**src/design/assert_macros.svh**
```systemverilog
// Assertion macros shared by the RTL files.
// Define ASSERT_OFF to compile the checks out.
`ifndef ASSERT_MACROS_SVH
`define ASSERT_MACROS_SVH

`ifndef ASSERT_OFF

// Checked on every rising clock edge outside of reset.
`define ASSERT_CLK(lbl, prop, msg) \
   lbl: assert property (@(posedge clock) disable iff (reset) prop) else $error(msg);

// Checked on every rising clock edge, reset included.
`define ASSERT_ALWAYS(lbl, prop, msg) \
   lbl: assert property (@(posedge clock) prop) else $error(msg);

`else

`define ASSERT_CLK(lbl, prop, msg)
`define ASSERT_ALWAYS(lbl, prop, msg)

`endif

`endif

```
**src/design/kths_pkg.sv**
```systemverilog
`timescale 1ns / 1ps

package kths_pkg;

   localparam int K_MAX   = 16;
   localparam int VALUE_W = 32;
   localparam int RANK_W  = 5;
   localparam int IDX_W   = $clog2(K_MAX);
   localparam int CNT_W   = $clog2(K_MAX + 1);

   localparam int CSR_DATA_W = 32;
   localparam int CSR_ADDR_W = 3;

   // Register index, decoded from the word address bit.
   localparam logic CSR_IDX_RANK = 1'b0;

   typedef logic signed [VALUE_W-1:0] value_type;

   typedef enum logic {
      ST_RUN,
      ST_HOLD
   } ctl_state_type;

   typedef struct packed {
      logic accept;       // an input item is transferred this cycle
      logic load_result;  // capture the finished set's result in the output register
   } ctl_cmd_type;

   // Index of the kth entry: rank zero acts as rank one, large ranks saturate.
   function automatic logic [IDX_W-1:0] eff_k_idx(input logic [RANK_W-1:0] rank);
      logic [IDX_W-1:0] idx;
      if (rank == '0) begin
         idx = '0;
      end else if (int'(rank) > K_MAX) begin
         idx = IDX_W'(K_MAX - 1);
      end else begin
         idx = IDX_W'(rank - RANK_W'(1));
      end
      return idx;
   endfunction

endpackage

```
**src/design/kths_ctl.sv**
```systemverilog
`timescale 1ns / 1ps
`include "assert_macros.svh"

module kths_ctl (
   input  logic                   clock,
   input  logic                   reset,
   input  logic                   req_tvalid,
   input  logic                   req_tlast,
   output logic                   req_tready,
   output logic                   rsp_tvalid,
   input  logic                   rsp_tready,
   output kths_pkg::ctl_cmd_type  cmd
);
   import kths_pkg::*;

   ctl_state_type state_ff, state_in;
   logic          take;

   always_ff @(posedge clock) begin
      if (reset) begin
         state_ff <= ST_RUN;
      end else begin
         state_ff <= state_in;
      end
   end

   always_comb begin
      // A last item may only enter when the output register is free or drains now.
      req_tready = !((state_ff == ST_HOLD) && !rsp_tready && req_tlast);
      rsp_tvalid = (state_ff == ST_HOLD);
      take       = req_tvalid && req_tready;
      cmd.accept      = take;
      cmd.load_result = take && req_tlast;
      state_in   = state_ff;
      case (state_ff)
         ST_RUN: begin
            if (cmd.load_result) begin
               state_in = ST_HOLD;
            end
         end
         ST_HOLD: begin
            if (rsp_tready && !cmd.load_result) begin
               state_in = ST_RUN;
            end
         end
         default: begin
            state_in = ST_RUN;
         end
      endcase
   end

   `ASSERT_CLK(a_no_overwrite, !((state_ff == ST_HOLD) && !rsp_tready && cmd.load_result), "pending result overwritten")
   `ASSERT_CLK(a_last_to_hold, cmd.load_result |=> (state_ff == ST_HOLD), "result not presented after last item")
   `ASSERT_CLK(a_drain_to_run, ((state_ff == ST_HOLD) && rsp_tready && !cmd.load_result) |=> (state_ff == ST_RUN), "taken result still shown")
   `ASSERT_CLK(a_load_is_last, cmd.load_result |-> (req_tlast && cmd.accept), "result loaded without last item")

endmodule

```
**src/design/kths_dp.sv**
```systemverilog
`timescale 1ns / 1ps

module kths_dp (
   input  logic                          clock,
   input  logic                          reset,
   input  kths_pkg::ctl_cmd_type         cmd,
   input  logic [kths_pkg::VALUE_W-1:0]  in_value,
   input  logic                          in_last,
   input  logic [kths_pkg::IDX_W-1:0]    k_idx,
   output logic [kths_pkg::VALUE_W-1:0]  out_kth_value,
   output logic                          out_too_few
);
   import kths_pkg::*;

   // Sorted chain of cells, ascending; only the first kept_cnt_ff entries are meaningful.
   value_type        cell_ff [K_MAX];
   value_type        cell_in [K_MAX];
   logic [CNT_W-1:0] kept_cnt_ff, kept_cnt_in;
   logic [VALUE_W-1:0] kth_ff, kth_in;
   logic             too_few_ff, too_few_in;

   value_type        v;
   logic [K_MAX-1:0] gt;
   logic [CNT_W-1:0] k_val, cnt_eff, cnt_new;

   always_comb begin
      v     = value_type'(in_value);
      k_val = CNT_W'(k_idx) + CNT_W'(1);
      // Shrink to the current rank if it was lowered during the set.
      cnt_eff = (kept_cnt_ff > k_val) ? k_val : kept_cnt_ff;
      // A cell moves when it is empty or holds a strictly larger value.
      for (int i = 0; i < K_MAX; i++) begin
         gt[i] = (CNT_W'(i) >= cnt_eff) || (cell_ff[i] > v);
      end
      cell_in[0] = gt[0] ? v : cell_ff[0];
      for (int i = 1; i < K_MAX; i++) begin
         if (!gt[i]) begin
            cell_in[i] = cell_ff[i];
         end else if (gt[i-1]) begin
            cell_in[i] = cell_ff[i-1];
         end else begin
            cell_in[i] = v;
         end
      end
      // A full store takes the value only when it beats the kth entry; the largest drops off.
      cnt_new    = (cnt_eff < k_val) ? cnt_eff + CNT_W'(1) : cnt_eff;
      too_few_in = (cnt_new < k_val);
      kth_in     = too_few_in ? '0 : VALUE_W'(cell_in[k_idx]);
      kept_cnt_in = in_last ? '0 : cnt_new;
   end

   always_ff @(posedge clock) begin
      if (reset) begin
         kept_cnt_ff <= '0;
      end else if (cmd.accept) begin
         kept_cnt_ff <= kept_cnt_in;
      end
   end

   always_ff @(posedge clock) begin
      if (cmd.accept && !in_last) begin
         cell_ff <= cell_in;
      end
      if (cmd.load_result) begin
         kth_ff     <= kth_in;
         too_few_ff <= too_few_in;
      end
   end

   assign out_kth_value = kth_ff;
   assign out_too_few   = too_few_ff;

endmodule

```
**src/design/streaming_kth_smallest_select_top.sv**
```systemverilog
`timescale 1ns / 1ps
// Channel   Direction  Transfer contents
// req_      in         tdata = value (32b signed), tlast = last of the set
// rsp_      out        tdata = kth_value (32b signed), tuser = too_few
// csr_      APB        offset 0x0: rank_k (5b, reset 1)
//
// One value is taken every cycle; the insert into the sorted cell chain
// finishes in the cycle of the transfer. A set's result appears on rsp_ the
// cycle after its last value is transferred and holds until it is taken.
// While a result waits, values that are not the last of a set still flow in;
// a last value waits until the output register is free or drains that cycle.
// Reset is synchronous and active high; it empties the store and sets rank_k to 1.

module streaming_kth_smallest_select_top (
   input  logic                             clock,
   input  logic                             reset,
   // Input stream
   input  logic                             req_tvalid,
   output logic                             req_tready,
   input  logic [31:0]                      req_tdata,   // [31:0] value
   input  logic                             req_tlast,
   // Result stream
   output logic                             rsp_tvalid,
   input  logic                             rsp_tready,
   output logic [31:0]                      rsp_tdata,   // [31:0] kth_value
   output logic [0:0]                       rsp_tuser,   // [0] too_few
   // Configuration port
   input  logic                             csr_psel,
   input  logic                             csr_penable,
   input  logic                             csr_pwrite,
   input  logic [kths_pkg::CSR_ADDR_W-1:0]  csr_paddr,
   input  logic [kths_pkg::CSR_DATA_W-1:0]  csr_pwdata,
   output logic [kths_pkg::CSR_DATA_W-1:0]  csr_prdata,
   output logic                             csr_pready
);
   import kths_pkg::*;

   logic [RANK_W-1:0] rank_ff, rank_in;
   logic              csr_wr;
   ctl_cmd_type       cmd;
   logic [0:0]        too_few;

   // The register is selected by the word address; the byte offset bits are ignored.
   assign csr_pready = 1'b1;
   assign csr_wr     = csr_psel && csr_penable && csr_pwrite && csr_pready;
   assign rank_in    = (csr_wr && (csr_paddr[2] == CSR_IDX_RANK)) ?
                       csr_pwdata[RANK_W-1:0] : rank_ff;
   assign csr_prdata = (csr_paddr[2] == CSR_IDX_RANK) ?
                       CSR_DATA_W'(rank_ff) : '0;

   always_ff @(posedge clock) begin
      if (reset) begin
         rank_ff <= RANK_W'(1);
      end else begin
         rank_ff <= rank_in;
      end
   end

   // Controller: handshakes and the output register's occupancy.
   kths_ctl u_ctl (
      .clock      (clock),
      .reset      (reset),
      .req_tvalid (req_tvalid),
      .req_tlast  (req_tlast),
      .req_tready (req_tready),
      .rsp_tvalid (rsp_tvalid),
      .rsp_tready (rsp_tready),
      .cmd        (cmd)
   );

   // Datapath: the sorted cell chain, fill count and result register.
   kths_dp u_dp (
      .clock         (clock),
      .reset         (reset),
      .cmd           (cmd),
      .in_value      (req_tdata[VALUE_W-1:0]),
      .in_last       (req_tlast),
      .k_idx         (eff_k_idx(rank_ff)),
      .out_kth_value (rsp_tdata),
      .out_too_few   (too_few[0])
   );

   assign rsp_tuser = too_few;

endmodule

```
**config.mk**
```make
export PLATFORM = sky130hd
export DESIGN_NAME = streaming_kth_smallest_select_top
export DESIGN_NICKNAME = d
export VERILOG_FILES = /design/src/design/kths_pkg.sv /design/src/design/kths_ctl.sv /design/src/design/kths_dp.sv /design/src/design/streaming_kth_smallest_select_top.sv
export VERILOG_INCLUDE_DIRS = /design/src /design/src/design
export SDC_FILE = /design/constraint.sdc
export NUM_CORES = 2
export LEC_CHECK = 0
export ABC_AREA = 1
export ABC_CLOCK_PERIOD_IN_PS = 35700
export BUFFER_PORTS_ARGS = -buffer_cell sky130_fd_sc_hd__buf_2
export CAP_MARGIN = 20
export CORE_MARGIN = 2
export CORE_UTILIZATION = 35
export CTS_CLUSTER_SIZE = 28
export DETAILED_ROUTE_END_ITERATION = 8
export PLACE_DENSITY_LB_ADDON = 0.25
export SLEW_MARGIN = 40
export SYNTH_ARGS = -nofsm -noshare
export SYNTH_HDL_FRONTEND = slang
export SYNTH_SLANG_ARGS = --single-unit
export TNS_END_PERCENT = 5
```
**constraint.sdc**
```tcl
create_clock -name clock -period 35.7 [get_ports clock]
set_clock_uncertainty 0.05 [all_clocks]
set_input_delay 1.785 -clock clock [delete_from_list [all_inputs] [get_ports clock]]
set_output_delay 1.785 -clock clock [all_outputs]
set_load 0.05 [all_outputs]
```
==> metrics.md <==
| Metric | Value |
|---|---|
| Run status | `finished, final reports clean` |
| Most frequent cells in the layout | `1897 x nand2_1, 1433 x nand3_1, 545 x edfxtp_1` |
| Yosys Warn Count | `0` |
| Average cell area after synthesis | `7.24 um^2` |
| CTS sink cnt | `556` |
| DR vias | `48200` |
| Nets | `7378` |
| GRT Max-Usage Layer | `met2` |
| Startpoint Class | `register` |
| Routed wire length | `177000 um` |
| Internal reg-to-reg setup slack | `27.39 ns` |
| DR WL/cell | `20.3 um` |
| Post-route insts no fill | `8724` |
| Synth Flop Type | `edfxtp_1` |
| Syn Inst Count | `6916` |
| GR Util met2 | `37.5%` |
| Hold buffers post-CTS | `0` |
| Vias in the first global route | `45600` |
| Postcts setup bufs | `0` |
| DRT iter0 DRCs | `4620` |
| RSZ-0062 raised after global routing | `false` |
| TritonCTS buffer count | `73` |
| Cell row count | `138` |
| Fmax | `120 MHz` |
| Setup TNS | `0 ns` |
| Initial antenna violation count | `15` |
| Post-CTS Resized | `0` |
| Max Cap Violations | `0` |
| Final WS setup | `27.39 ns` |
| Die height | `382 um` |
| Clk slew on worst S/H paths | `0.06 ns` |
| CTS tree | `done` |
| Clock Latency Late Sink | `0.68 ns` |
| Core area | `142000 um^2` |
| Synthesis-stage register bit count | `556` |
| Util after Layout | `38.3%` |
| Ys async rst share | `0%` |
| Critical Path RT | `36.01 ns` |
| First drt pass iteration count | `6` |
| Critical path class | `reg2reg` |
| Root buffer cell | `clkbuf_16` |
| PD cells | `66.5 nW/um^2` |
| Hpwl dp | `125000 um` |
| Global Route met3 Usage | `3.13%` |
| GP Congestion | `0.900` |
| ANT nets after route | `0` |
| Seq/Total Area, Yosys | `33.1%` |
| CTS H-tree depth | `3` |
| Hold_ws | `0.437 ns` |
| CTS max path bufs | `3` |
| Post-synth EDFFs | `545` |
| Total gr overflow | `0` |
| Fillers | `14800` |
| Area Overhead vs Synth | `8.49%` |
| Rel. slew slack | `40.5%` |
| Final hold violations | `0` |
| First-pass GRT wire length | `272000 um` |
| Placed insts | `8591` |
| Initial Utilization | `35.3%` |
| Post-route DRC | `0` |
| Final period utilization | `23.3%` |
| Worst-margin pin slew | `0.892 ns` |
| Worst EP arrival | `8.62 ns` |
| LEAKAGE | `25.2 nW` |
| Pin count of the biggest net entering global routing | `97` |
| Slew Viols, Final | `0` |
| HP Class | `reg2reg` |
| Die area | `146000 um^2` |
| Mean number of vias per cell | `5.52` |
| IO buf count | `85` |
| Chip width | `382 um` |
| Share of layout cells above drive strength 1 | `7.01%` |
| Commonest non-fill, non-tap cell in the layout | `nand2_1` |
| GRT Overall Usage | `23.6%` |
| Io pins | `143` |
| Setup crit end kind | `register` |
| CP Max Fanout | `53` |
| Min cycle time layout | `8.31 ns` |
| Worst vdd ir | `77.0 uV` |
| Yosys cell types | `59` |
| Met1 Track Usage GR | `33.0%` |
| Place WS | `27.38 ns` |
| # setup viols final | `0` |
| Mapped cell area | `50100 um^2` |
## power by group
group          leakage, nW  internal, mW  total [mW]  switching (mW)
logic                 18.9         0.529        1.83            1.30
registers             5.22         0.943        1.03          0.0889
clock network         1.11         0.430       0.751           0.321
total                 25.2          1.90        3.61            1.71
## metrics by stage
stage                     total power [mW]  cell area [um^2]
after floorplan                       2.35             50200
after detailed placement              2.85             52000
after CTS                             3.60             54300
final                                 3.61             54300
after global routing                  3.88             54300
after global placement                2.80             51800
## worst paths after layout
path / cells past startpoint / end / from
max reg2reg: 26 / u_dp.out_kth_value[15] / rank_ff[1]
min: 2 / u_dp.kept_cnt_ff[0] / u_dp.kept_cnt_ff[0]
max: 26 / u_dp.out_kth_value[15] / rank_ff[1]
min reg2reg: 2 / u_dp.kept_cnt_ff[0] / u_dp.kept_cnt_ff[0]
## area by class of cell
cell class	count	area [um^2]	area share, %
inverters	593	2240	4.11
repair buffers	186	1270	2.34
well taps	1890	2360	4.35
clock inverters	34	325	0.599
diodes	3	7.51	0.0138
flip-flops and latches	556	16600	30.5
multi-input cells	5366	29600	54.4
clock buffers	96	1970	3.62
## worst max-delay path: stages (launching register included)
cell and delay (ns):
dfxtp_1 0.33, inv_1 0.08, ha_1 0.22, nand3_1 0.14, nand3_4 0.40, inv_2 0.78
buf_4 0.58, nor3_1 0.15, inv_1 0.19, ha_1 0.31, a21oi_1 0.19, nand3_2 0.32
nand2_1 0.17, o21ai_2 0.13, nand2_4 0.42, nand2_4 0.17, nand2_4 0.52, nand2_2 0.62
buf_4 0.47, inv_1 0.09, buf_4 0.36, nand2_1 0.13, nand3_1 0.11, nand2_1 0.08
nand3_1 0.08, nand3_1 0.08, a21oi_1 0.66
## cells by family (layout without fill, tap and decap cells)
group	after synthesis	after routing	synth area share [%]
XOR/XNOR	7	7	0.137
adder cells (fa/ha/maj)	527	527	13.2
other	2	31	0.0150
buffers and inverters	1020	909	8.59
AND/OR/NAND/NOR	4271	4271	39.1
flip-flops	556	556	33.1
AO/OA/AOI/OAI	533	533	5.87
## synth_stat cells (all sizes together) (20+ instances only)
library cell  instances  area (um^2)
nand2              1937         7350
nand3              1441         7250
edfxtp              545        16400
inv                 540         2030
ha                  527         6590
a21oi               314         1580
buf                 267         1470
nor2                263         1020
and2                191         1190
nand4               190         1190
clkbuf              160          603
or2                 156          976
o21ai               126          646
clkinv               53          199
nand3b               39          293
nor4                 27          169
nor3                 20          100
## metal layers
metal,vias up,wire length [um]
met5,-,34
met4,6,6010
met3,309,11000
met2,1608,79200
met1,23000,80700
li1,23300,-
## state kept, by name (all words and copies together), names as in the netlist
| register | count |
|---|---|
| u_dp.out_kth_value | 32 |
| u_ctl.rsp_tvalid | 1 |
| u_dp.cell_ff | 512 |
| u_dp.kept_cnt_ff | 5 |
| u_dp.out_too_few | 1 |
| rank_ff | 5 |
No activity file was read; power rests on OpenSTA's default activity.
